### src/design/bba_pkg.sv
`timescale 1ns / 1ps
// ----------------------------------------------------------------------------
// Bitmap block allocator package
// Shared constants, controller states and the command and status groups that
// join the controller to the datapath.
// ----------------------------------------------------------------------------
package bba_pkg;

	// Default geometry of the usage map.
	localparam int NUM_BLOCKS_DEF  = 1024;
	localparam int MAX_REQUEST_DEF = 64;

	// The map is held as rows of WORD_W usage bits.
	localparam int WORD_W = 32;
	localparam int BIT_W  = $clog2(WORD_W);

	// Width of the request count field.
	localparam int REQ_W = 7;

	// Operation codes of the func field.
	localparam logic FUNC_TAKE = 1'b0;
	localparam logic FUNC_FREE = 1'b1;

	typedef enum logic [2:0] {
		ST_CLEAR,
		ST_IDLE,
		ST_FREE_RD,
		ST_FREE_WR,
		ST_TAKE_RD,
		ST_TAKE_SCAN,
		ST_TAKE_WR,
		ST_EMIT
	} bba_state_t;

	// Commands from the controller to the datapath.
	typedef struct packed {
		logic in_ready;
		logic mem_clear;
		logic load_work;
		logic free_apply;
		logic grant;
		logic write_back;
		logic row_inc;
		logic emit_status;
	} bba_cmd_t;

	// Status from the datapath to the controller.
	typedef struct packed {
		logic in_valid;
		logic in_func;
		logic take_none;
		logic batch_end;
		logic rem_zero;
		logic word_has_free;
		logic slot_free;
		logic last_row;
	} bba_status_t;

endpackage

### src/design/bba_if.sv
`timescale 1ns / 1ps
// ----------------------------------------------------------------------------
// Bitmap block allocator channels
// Request channel (take or free items) and response channel (grant results),
// each a valid/ready handshake with its payload fields.
// ----------------------------------------------------------------------------
interface bba_req_if #(
	parameter int BLK_W = 10
);
	logic             valid;
	logic             ready;
	logic             func;
	logic [6:0]       request_count;
	logic [BLK_W-1:0] free_index;
	logic             batch_end;

	modport source (
		output valid, func, request_count, free_index, batch_end,
		input  ready
	);

	modport sink (
		input  valid, func, request_count, free_index, batch_end,
		output ready
	);
endinterface

interface bba_rsp_if #(
	parameter int BLK_W = 10,
	parameter int CNT_W = 11
);
	logic             valid;
	logic             ready;
	logic [BLK_W-1:0] block_number;
	logic             granted;
	logic             last;
	logic [CNT_W-1:0] used_count;

	modport source (
		output valid, block_number, granted, last, used_count,
		input  ready
	);

	modport sink (
		input  valid, block_number, granted, last, used_count,
		output ready
	);
endinterface

### src/design/bba_ctrl.sv
`timescale 1ns / 1ps
// ----------------------------------------------------------------------------
// Bitmap block allocator controller
// State machine that sequences the clearing pass, free items and the
// row-by-row first-fit scan of take requests.
// ----------------------------------------------------------------------------
module bba_ctrl (
	input  logic                 clk,
	input  logic                 arst_n,
	input  bba_pkg::bba_status_t status,
	output bba_pkg::bba_cmd_t    cmd
);
	import bba_pkg::*;

	bba_state_t state_q;
	bba_state_t state_next;

	// State register.
	always_ff @(posedge clk or negedge arst_n) begin
		if (!arst_n) begin
			state_q <= ST_CLEAR;
		end else begin
			state_q <= state_next;
		end
	end

	// Next state.
	always_comb begin
		state_next = state_q;
		case (state_q)
			ST_CLEAR: begin
				if (status.last_row) begin
					state_next = ST_IDLE;
				end
			end
			ST_IDLE: begin
				if (status.in_valid) begin
					if (status.in_func == FUNC_FREE) begin
						state_next = ST_FREE_RD;
					end else if (status.take_none) begin
						state_next = ST_EMIT;
					end else begin
						state_next = ST_TAKE_RD;
					end
				end
			end
			ST_FREE_RD: begin
				state_next = ST_FREE_WR;
			end
			ST_FREE_WR: begin
				state_next = status.batch_end ? ST_EMIT : ST_IDLE;
			end
			ST_TAKE_RD: begin
				state_next = ST_TAKE_SCAN;
			end
			ST_TAKE_SCAN: begin
				if (status.rem_zero || !status.word_has_free) begin
					state_next = ST_TAKE_WR;
				end
			end
			ST_TAKE_WR: begin
				state_next = status.rem_zero ? ST_IDLE : ST_TAKE_RD;
			end
			ST_EMIT: begin
				if (status.slot_free) begin
					state_next = ST_IDLE;
				end
			end
			default: begin
				state_next = ST_CLEAR;
			end
		endcase
	end

	// Datapath commands.
	always_comb begin
		cmd = '0;
		case (state_q)
			ST_CLEAR: begin
				cmd.mem_clear = 1'b1;
				cmd.row_inc   = 1'b1;
			end
			ST_IDLE: begin
				cmd.in_ready = 1'b1;
			end
			ST_FREE_RD: begin
				cmd.load_work = 1'b1;
			end
			ST_FREE_WR: begin
				cmd.free_apply = 1'b1;
			end
			ST_TAKE_RD: begin
				cmd.load_work = 1'b1;
			end
			ST_TAKE_SCAN: begin
				cmd.grant = !status.rem_zero && status.word_has_free && status.slot_free;
			end
			ST_TAKE_WR: begin
				cmd.write_back = 1'b1;
				cmd.row_inc    = !status.rem_zero;
			end
			ST_EMIT: begin
				cmd.emit_status = status.slot_free;
			end
			default: begin
				cmd = '0;
			end
		endcase
	end

endmodule

### src/design/bba_datapath.sv
`timescale 1ns / 1ps
// ----------------------------------------------------------------------------
// Bitmap block allocator datapath
// Usage map memory, working row, request and used counters, and the
// registered response stage.
// ----------------------------------------------------------------------------
module bba_datapath #(
	parameter int NUM_BLOCKS  = bba_pkg::NUM_BLOCKS_DEF,
	parameter int MAX_REQUEST = bba_pkg::MAX_REQUEST_DEF
) (
	input  logic                 clk,
	input  logic                 arst_n,
	input  bba_pkg::bba_cmd_t    cmd,
	output bba_pkg::bba_status_t status,
	bba_req_if.sink              req,
	bba_rsp_if.source            rsp
);
	import bba_pkg::*;

	localparam int BLK_W    = $clog2(NUM_BLOCKS);
	localparam int CNT_W    = $clog2(NUM_BLOCKS + 1);
	localparam int NUM_ROWS = (NUM_BLOCKS + WORD_W - 1) / WORD_W;
	localparam int ROW_W    = (NUM_ROWS > 1) ? $clog2(NUM_ROWS) : 1;
	localparam int ADDR_W   = ROW_W + BIT_W;
	localparam int REM_W    = $clog2(MAX_REQUEST + 1);
	localparam int CMP_W    = (CNT_W > REQ_W) ? CNT_W : REQ_W;

	logic [WORD_W-1:0] mem [NUM_ROWS];

	logic [ROW_W-1:0]  row_q;
	logic [WORD_W-1:0] work_q;
	logic [REM_W-1:0]  remaining_q;
	logic [CNT_W-1:0]  used_q;
	logic [BIT_W-1:0]  free_bit_q;
	logic              free_in_range_q;
	logic              batch_end_q;

	logic              out_valid_q;
	logic [BLK_W-1:0]  out_block_q;
	logic              out_granted_q;
	logic              out_last_q;
	logic [CNT_W-1:0]  out_used_q;

	logic              accept;
	logic [REQ_W-1:0]  want;
	logic [CNT_W-1:0]  free_cnt;
	logic [CMP_W-1:0]  grant_n;
	logic [ADDR_W-1:0] free_addr;
	logic              free_in_range;
	logic [BIT_W-1:0]  zero_pos;
	logic [ADDR_W-1:0] grant_addr;
	logic              free_hit;
	logic              mem_wr_en;
	logic [WORD_W-1:0] mem_wr_data;
	logic              slot_free;

	assign accept    = cmd.in_ready && req.valid;
	assign req.ready = cmd.in_ready;

	// Request size: saturate, then limit to the blocks still free.
	assign want     = (req.request_count > REQ_W'(MAX_REQUEST)) ?
		REQ_W'(MAX_REQUEST) : req.request_count;
	assign free_cnt = CNT_W'(NUM_BLOCKS) - used_q;
	assign grant_n  = (CMP_W'(want) < CMP_W'(free_cnt)) ? CMP_W'(want) : CMP_W'(free_cnt);

	// Row and bit of the block named by a free item.
	assign free_addr     = ADDR_W'(req.free_index);
	assign free_in_range = (ADDR_W'(req.free_index) < ADDR_W'(NUM_BLOCKS)) ||
		((ADDR_W + 1)'(req.free_index) < (ADDR_W + 1)'(NUM_BLOCKS) && ADDR_W < BLK_W + 1);

	// Lowest free bit of the working row.
	always_comb begin
		zero_pos = '0;
		for (int i = WORD_W - 1; i >= 0; i--) begin
			if (!work_q[i]) begin
				zero_pos = BIT_W'(i);
			end
		end
	end

	assign grant_addr = {row_q, zero_pos};
	assign free_hit   = free_in_range_q && work_q[free_bit_q];
	assign slot_free  = !out_valid_q || rsp.ready;

	// Usage map write port.
	always_comb begin
		mem_wr_en   = 1'b0;
		mem_wr_data = work_q;
		if (cmd.mem_clear) begin
			mem_wr_en   = 1'b1;
			mem_wr_data = '0;
		end else if (cmd.free_apply) begin
			mem_wr_en   = free_hit;
			mem_wr_data = work_q & ~(WORD_W'(1) << free_bit_q);
		end else if (cmd.write_back) begin
			mem_wr_en = 1'b1;
		end
	end

	always_ff @(posedge clk) begin
		if (mem_wr_en) begin
			mem[row_q] <= mem_wr_data;
		end
	end

	// Working row: registered read of the map, then one bit set per grant.
	always_ff @(posedge clk) begin
		if (cmd.load_work) begin
			work_q <= mem[row_q];
		end else if (cmd.grant) begin
			work_q[zero_pos] <= 1'b1;
		end
	end

	// Row pointer.
	always_ff @(posedge clk or negedge arst_n) begin
		if (!arst_n) begin
			row_q <= '0;
		end else if (accept) begin
			row_q <= (req.func == FUNC_FREE && free_in_range) ?
				free_addr[ADDR_W-1:BIT_W] : '0;
		end else if (cmd.row_inc) begin
			row_q <= (row_q == ROW_W'(NUM_ROWS - 1)) ? '0 : ROW_W'(row_q + 1'b1);
		end
	end

	// Used count and remaining grants.
	always_ff @(posedge clk or negedge arst_n) begin
		if (!arst_n) begin
			used_q      <= '0;
			remaining_q <= '0;
		end else begin
			if (accept && req.func == FUNC_TAKE) begin
				used_q      <= used_q + CNT_W'(grant_n);
				remaining_q <= REM_W'(grant_n);
			end else if (cmd.free_apply && free_hit) begin
				used_q <= used_q - 1'b1;
			end else if (cmd.grant) begin
				remaining_q <= remaining_q - 1'b1;
			end
		end
	end

	// Free item fields held for the read-modify-write.
	always_ff @(posedge clk) begin
		if (accept) begin
			free_bit_q      <= free_addr[BIT_W-1:0];
			free_in_range_q <= free_in_range;
			batch_end_q     <= req.batch_end;
		end
	end

	// Response register; a new result loads when the slot is empty or leaving.
	always_ff @(posedge clk or negedge arst_n) begin
		if (!arst_n) begin
			out_valid_q <= 1'b0;
		end else if (cmd.grant || cmd.emit_status) begin
			out_valid_q <= 1'b1;
		end else if (rsp.ready) begin
			out_valid_q <= 1'b0;
		end
	end

	always_ff @(posedge clk) begin
		if (cmd.grant) begin
			out_block_q   <= grant_addr[BLK_W-1:0];
			out_granted_q <= 1'b1;
			out_last_q    <= (remaining_q == REM_W'(1));
			out_used_q    <= used_q;
		end else if (cmd.emit_status) begin
			out_block_q   <= '0;
			out_granted_q <= 1'b0;
			out_last_q    <= 1'b1;
			out_used_q    <= used_q;
		end
	end

	assign rsp.valid        = out_valid_q;
	assign rsp.block_number = out_block_q;
	assign rsp.granted      = out_granted_q;
	assign rsp.last         = out_last_q;
	assign rsp.used_count   = out_used_q;

	// Status toward the controller.
	always_comb begin
		status               = '0;
		status.in_valid      = req.valid;
		status.in_func       = req.func;
		status.take_none     = (grant_n == '0);
		status.batch_end     = batch_end_q;
		status.rem_zero      = (remaining_q == '0);
		status.word_has_free = !(&work_q);
		status.slot_free     = slot_free;
		status.last_row      = (row_q == ROW_W'(NUM_ROWS - 1));
	end

endmodule

### src/design/bitmap_block_allocator.sv
`timescale 1ns / 1ps
// ----------------------------------------------------------------------------
// Bitmap block allocator
// First-fit allocator over a one-bit-per-block usage map with a used count.
//
//   Channel  Dir  Payload
//   req      in   func, request_count, free_index, batch_end
//   rsp      out  block_number, granted, last, used_count
//
// After reset a clearing pass writes the map, one 32-bit row per cycle, during
// which req is not ready. A free item is accepted, its map row is read and
// written back; a status result follows when it ends a batch. Each row a take
// request visits is read, scanned granting one block per cycle and written
// back; a take that grants nothing emits only a status result.
// Results wait in an output register; a full register stalls the scan.
// ----------------------------------------------------------------------------
module bitmap_block_allocator #(
	parameter int NUM_BLOCKS  = bba_pkg::NUM_BLOCKS_DEF,
	parameter int MAX_REQUEST = bba_pkg::MAX_REQUEST_DEF
) (
	input  logic      clk,
	input  logic      arst_n,
	bba_req_if.sink   req,
	bba_rsp_if.source rsp
);
	import bba_pkg::*;

	bba_cmd_t    cmd;
	bba_status_t status;

	// Sequencer.
	bba_ctrl u_ctrl (
		.clk    (clk),
		.arst_n (arst_n),
		.status (status),
		.cmd    (cmd)
	);

	// Map, counters and response stage.
	bba_datapath #(
		.NUM_BLOCKS  (NUM_BLOCKS),
		.MAX_REQUEST (MAX_REQUEST)
	) u_datapath (
		.clk    (clk),
		.arst_n (arst_n),
		.cmd    (cmd),
		.status (status),
		.req    (req),
		.rsp    (rsp)
	);

endmodule
### src/flat_wrapper.sv
// flat-port wrapper written by rule: the top's interface ports become plain ports
module bitmap_block_allocator_flat import bba_pkg::*;
#(
	parameter int NUM_BLOCKS  = bba_pkg::NUM_BLOCKS_DEF,
	parameter int MAX_REQUEST = bba_pkg::MAX_REQUEST_DEF
)
  (clk, arst_n, req_valid, req_func, req_request_count, req_free_index, req_batch_end, req_ready, rsp_valid, rsp_block_number, rsp_granted, rsp_last, rsp_used_count, rsp_ready);
  bba_req_if req_i ();
  bba_rsp_if rsp_i ();
  input  logic clk;
  input  logic arst_n;
  input wire logic [$bits(req_i.valid)-1:0] req_valid;
  input wire logic [$bits(req_i.func)-1:0] req_func;
  input wire logic [$bits(req_i.request_count)-1:0] req_request_count;
  input wire logic [$bits(req_i.free_index)-1:0] req_free_index;
  input wire logic [$bits(req_i.batch_end)-1:0] req_batch_end;
  output wire logic [$bits(req_i.ready)-1:0] req_ready;
  output wire logic [$bits(rsp_i.valid)-1:0] rsp_valid;
  output wire logic [$bits(rsp_i.block_number)-1:0] rsp_block_number;
  output wire logic [$bits(rsp_i.granted)-1:0] rsp_granted;
  output wire logic [$bits(rsp_i.last)-1:0] rsp_last;
  output wire logic [$bits(rsp_i.used_count)-1:0] rsp_used_count;
  input wire logic [$bits(rsp_i.ready)-1:0] rsp_ready;
  assign req_i.valid = req_valid;
  assign req_i.func = req_func;
  assign req_i.request_count = req_request_count;
  assign req_i.free_index = req_free_index;
  assign req_i.batch_end = req_batch_end;
  assign req_ready = req_i.ready;
  assign rsp_valid = rsp_i.valid;
  assign rsp_block_number = rsp_i.block_number;
  assign rsp_granted = rsp_i.granted;
  assign rsp_last = rsp_i.last;
  assign rsp_used_count = rsp_i.used_count;
  assign rsp_i.ready = rsp_ready;
  bitmap_block_allocator #(.NUM_BLOCKS(NUM_BLOCKS), .MAX_REQUEST(MAX_REQUEST)) u_core (.clk(clk), .arst_n(arst_n), .req(req_i), .rsp(rsp_i));
endmodule
### config.mk
export PLATFORM = sky130hd
export DESIGN_NAME = bitmap_block_allocator_flat
export DESIGN_NICKNAME = d
export VERILOG_FILES = /design/src/design/bba_pkg.sv /design/src/design/bba_if.sv /design/src/design/bba_ctrl.sv /design/src/design/bba_datapath.sv /design/src/design/bitmap_block_allocator.sv /design/src/flat_wrapper.sv
export SDC_FILE = /design/constraint.sdc
export NUM_CORES = 1
export LEC_CHECK = 0
export BUFFER_PORTS_ARGS = -buffer_cell sky130_fd_sc_hd__buf_2
export CAP_MARGIN = 30
export CORE_MARGIN = 2
export CORE_UTILIZATION = 42
export CTS_CLUSTER_SIZE = 25
export DETAILED_ROUTE_END_ITERATION = 12
export PLACE_DENSITY = 0.66
export SLEW_MARGIN = 20
export SYNTH_ARGS = -nofsm -noshare
export SYNTH_HDL_FRONTEND = slang
export SYNTH_HIERARCHICAL = 1
export SYNTH_SLANG_ARGS = --single-unit
### constraint.sdc
create_clock -name clk -period 9.35 [get_ports clk]
set_input_delay 0.4675 -clock clk [delete_from_list [all_inputs] [get_ports clk]]
set_output_delay 0.4675 -clock clk [all_outputs]
set_load 0.02 [all_outputs]
==> results.yml <==
die:
  ios: 48
  core_area_sq_um: 107000
  die_w_um: 331
  design.die.area_sq_um: 110000
  die_h_um: 331
  initial_core_util_pct: 42.2
  row_count: 120
sta:
  tightest_slew_ps: 997
  fin_crit_sh_pct: 50.8
  drv_slew: 0
  rsz0062_at_grt: "false"
  clock_skew_ps: 37.8
  setup_tns_ps: 0
  max_freq_mhz: 211
  setup_viol: 0
  finalCriticalPeriod_ps: 4750
  slew_headroom_pct: 33.5
  hold_viol_final: 0
worst_setup_path:
  end_kind: "register"
  worstPathMaxFanout: 9
  cp_data_required_time_ps: 9890
  critPathKind: "register to register"
  arrival_ps: 5280
  max_stage_delay_ps: 550
  crit_slowest_cell: "o41ai_1"
  worst_setup_path_start_kind: "register"
  path_cells: "inv_1, ha_1, nand2b_1, nor2_1, xnor2_1, inv_1, ha_1, o21a_1, o21ai_0, a21oi_1, o21ai_0, a21oi_2, mux2i_1, nand2_1, ha_1, a21o_1, a21oi_1, o21ai_0, o41ai_1, or3_1, a32oi_1"
cts:
  numCtsBuffers: 106
  clock-sinks: 1112
  post_cts_resized: 0
  path_clk_slew_ps: 70
  cts-root-buf: "clkbuf_16"
  h-tree-depth: 3
  hold_buffers: 6
  clk_path_buf_depth: 3
  clkLatencyLatePin_ps: 700
  cts_tree: "built"
  cts_setup_buffers: 0
synth:
  synth_cell_types: 73
  yosysWarnings: 6
  synth-seq-cells: 1112
  synth_top_area_share_pct: 72.4
  seq_area_frac_synth_pct: 73.9
  synth-edff-count: 1084
  synth_top_area_cell: "edfxtp_1"
  syn-num-nets: 2393
  synthTopCellsByArea: "edfxtp_1 (72%), mux4_2 (14%), dfrtp_1 (1.5%)"
  synth.avg_cell_area_sq_um: 19.2
  ys_async_sr_fraction_pct: 2.43
  synth_cells: 2345
  syn-cell-area_sq_um: 45000
  synthFlopType: "edfxtp_1"
pwr:
  irDropWorstVdd_mv: 0.231
  pwr_density_cell_nw_per_um2: 329
  power_leakage_uw: 0.0162
place:
  hpwlAfterDp_mm: 64.9
  routabilityCongestion: 0.942
  portBuffers: 47
layout:
  final_cell_mix: "edfxtp_1 (1084), mux4_2 (270), nand2_1 (128)"
  layout.nets: 2508
  fillers: 8664
  fin_util_pct: 47.9
  multi_input_area_sq_um: 11500
  num_antenna_cells: 0
  seqCellArea_sq_um: 33300
  final_common_cell: "edfxtp_1"
  drive_gt1_share_pct: 25.9
  syn2layout_area_growth_pct: 13.6
route:
  totalWireLength_mm: 116
  routedWlPerCell_um: 29.4
  drc_errors: 0
  via_count: 23900
  drtPass1Iterations: 6
  ant_nets: 0
  vias_per_cell: 6.05
  drt-initial-drc-count: 2902
global_routing:
  grt_pass1_wl_mm: 168
  grt_pass1_vias: 23900
  grt_max_degree: 96
  antenna_found_initial: 0
  track_usage_pct: 21.0
  grt.overflow.total: 0
outcome:
  status: "finished clean"
job:
  maxCapViolCount: 0
worst_hold_path:
  hp-class: "input port to register"
==> layout make-up <==
cell class                 instances  share of cell area, %
clock buffer                     128                   5.48
clock inverter                    69                   1.21
inverter                          32                  0.235
multi-input combinational       1063                   22.4
sequential                      1112                   65.1
tap                             1403                   3.44
timing repair buffer             145                   2.07
==> synthesized netlist by cell type, types with 10 or more instances <==
cell type,n
nor2b_1,14
nor3_1,26
nand4_1,12
a22o_1,21
a31oi_1,12
a311oi_1,19
o21ai_0,52
a22oi_1,34
mux4_2,270
and2_1,10
a21oi_1,45
nor2_1,107
mux2i_1,38
edfxtp_1,1084
clkbuf_1,75
xor2_1,12
nand3_1,60
ha_1,24
buf_1,17
inv_1,31
a221oi_1,26
nor3b_1,19
dfrtp_1,27
buf_2,36
nand2b_1,32
nand2_1,128
==> through the flow <==
stage,cell area [sq um],setup WS (ps),cells,hold slack (ps),power (uW)
after floorplan,45000,5280,2345,172,10600
after global placement,47500,4550,3742,441,12500
after detailed placement,47600,4550,3747,447,12600
after CTS,51000,4560,3950,29.0,16800
after global routing,51100,4090,3952,46.4,17500
final,51100,4600,3952,57.0,16800
==> state kept, by name, indices dropped and copies added, names as in the netlist <==
name / count
u_core/u_datapath/mem: 1024
u_core/u_datapath/work_q: 32
u_core/u_datapath/rsp.used_count: 11
u_core/u_datapath/used_q: 11
u_core/u_datapath/rsp.block_number: 10
u_core/u_datapath/remaining_q: 7
u_core/u_datapath/free_bit_q: 5
u_core/u_datapath/row_q: 5
u_core/u_ctrl/state_q: 3
u_core/u_datapath/batch_end_q: 1
u_core/u_datapath/rsp.granted: 1
u_core/u_datapath/rsp.last: 1
u_core/u_datapath/rsp.valid: 1
==> worst paths after layout <==
kind / cells past startpoint / to / start / slack, ps
min in group asynchronous: 2 / u_core/u_datapath/remaining_q[2] / arst_n / 390
min reg2reg: 1 / u_core/u_datapath/rsp.granted / u_core/u_datapath/rsp.granted / 460
max in group asynchronous: 2 / u_core/u_datapath/row_q[1] / arst_n / 8410
max reg2reg: 21 / u_core/u_datapath/used_q[9] / u_core/u_datapath/used_q[1] / 4600
max: 21 / u_core/u_datapath/used_q[9] / u_core/u_datapath/used_q[1] / 4600
min: 3 / u_core/u_datapath/row_q[4] / req_free_index[9] / 60
==> critical path, delay by kind of cell, from the launching register on <==
| kind | cells | cell delay, ps |
|---|---|---|
| compound gates | 10 | 2150 |
| fa+ha+maj | 3 | 800 |
| simple gates | 4 | 490 |
| flops | 1 | 420 |
| mux | 1 | 350 |
| xor+xnor | 1 | 230 |
| buf+inv | 2 | 190 |
==> power breakdown <==
group          switching [uW]  leakage (uW)  internal, uW
logic                    3400       0.00436          1930
clock network            1840       0.00167          2390
registers                 431        0.0101          6810
total                    5670        0.0162         11100
==> layer usage <==
| metal | up-vias | wire length (um) | GRT usage, % |
|---|---|---|---|
| met4 | 0 | 3230 | 6.66 |
| li1 | 9858 | - | - |
| met5 | - | 0 | 0 |
| met1 | 12500 | 45000 | 28.3 |
| met2 | 1301 | 55800 | 33.6 |
| met3 | 208 | 11900 | 5.41 |
==> cell families (layout without fill, tap and decap cells) <==
family                     count (synthesis)  after routing  synth area share [%]
AOI/OAI and AO/OA                        261            261                  4.01
buffers and inverters                    170            374                  1.63
xor gates and xnor gates                  20             20                 0.390
DFF                                     1112           1112                  73.9
muxes                                    312            312                  14.5
adders and majority gates                 25             25                 0.712
and+or+nand+nor                          445            445                  4.83
Power figures use the tool's default switching activity.
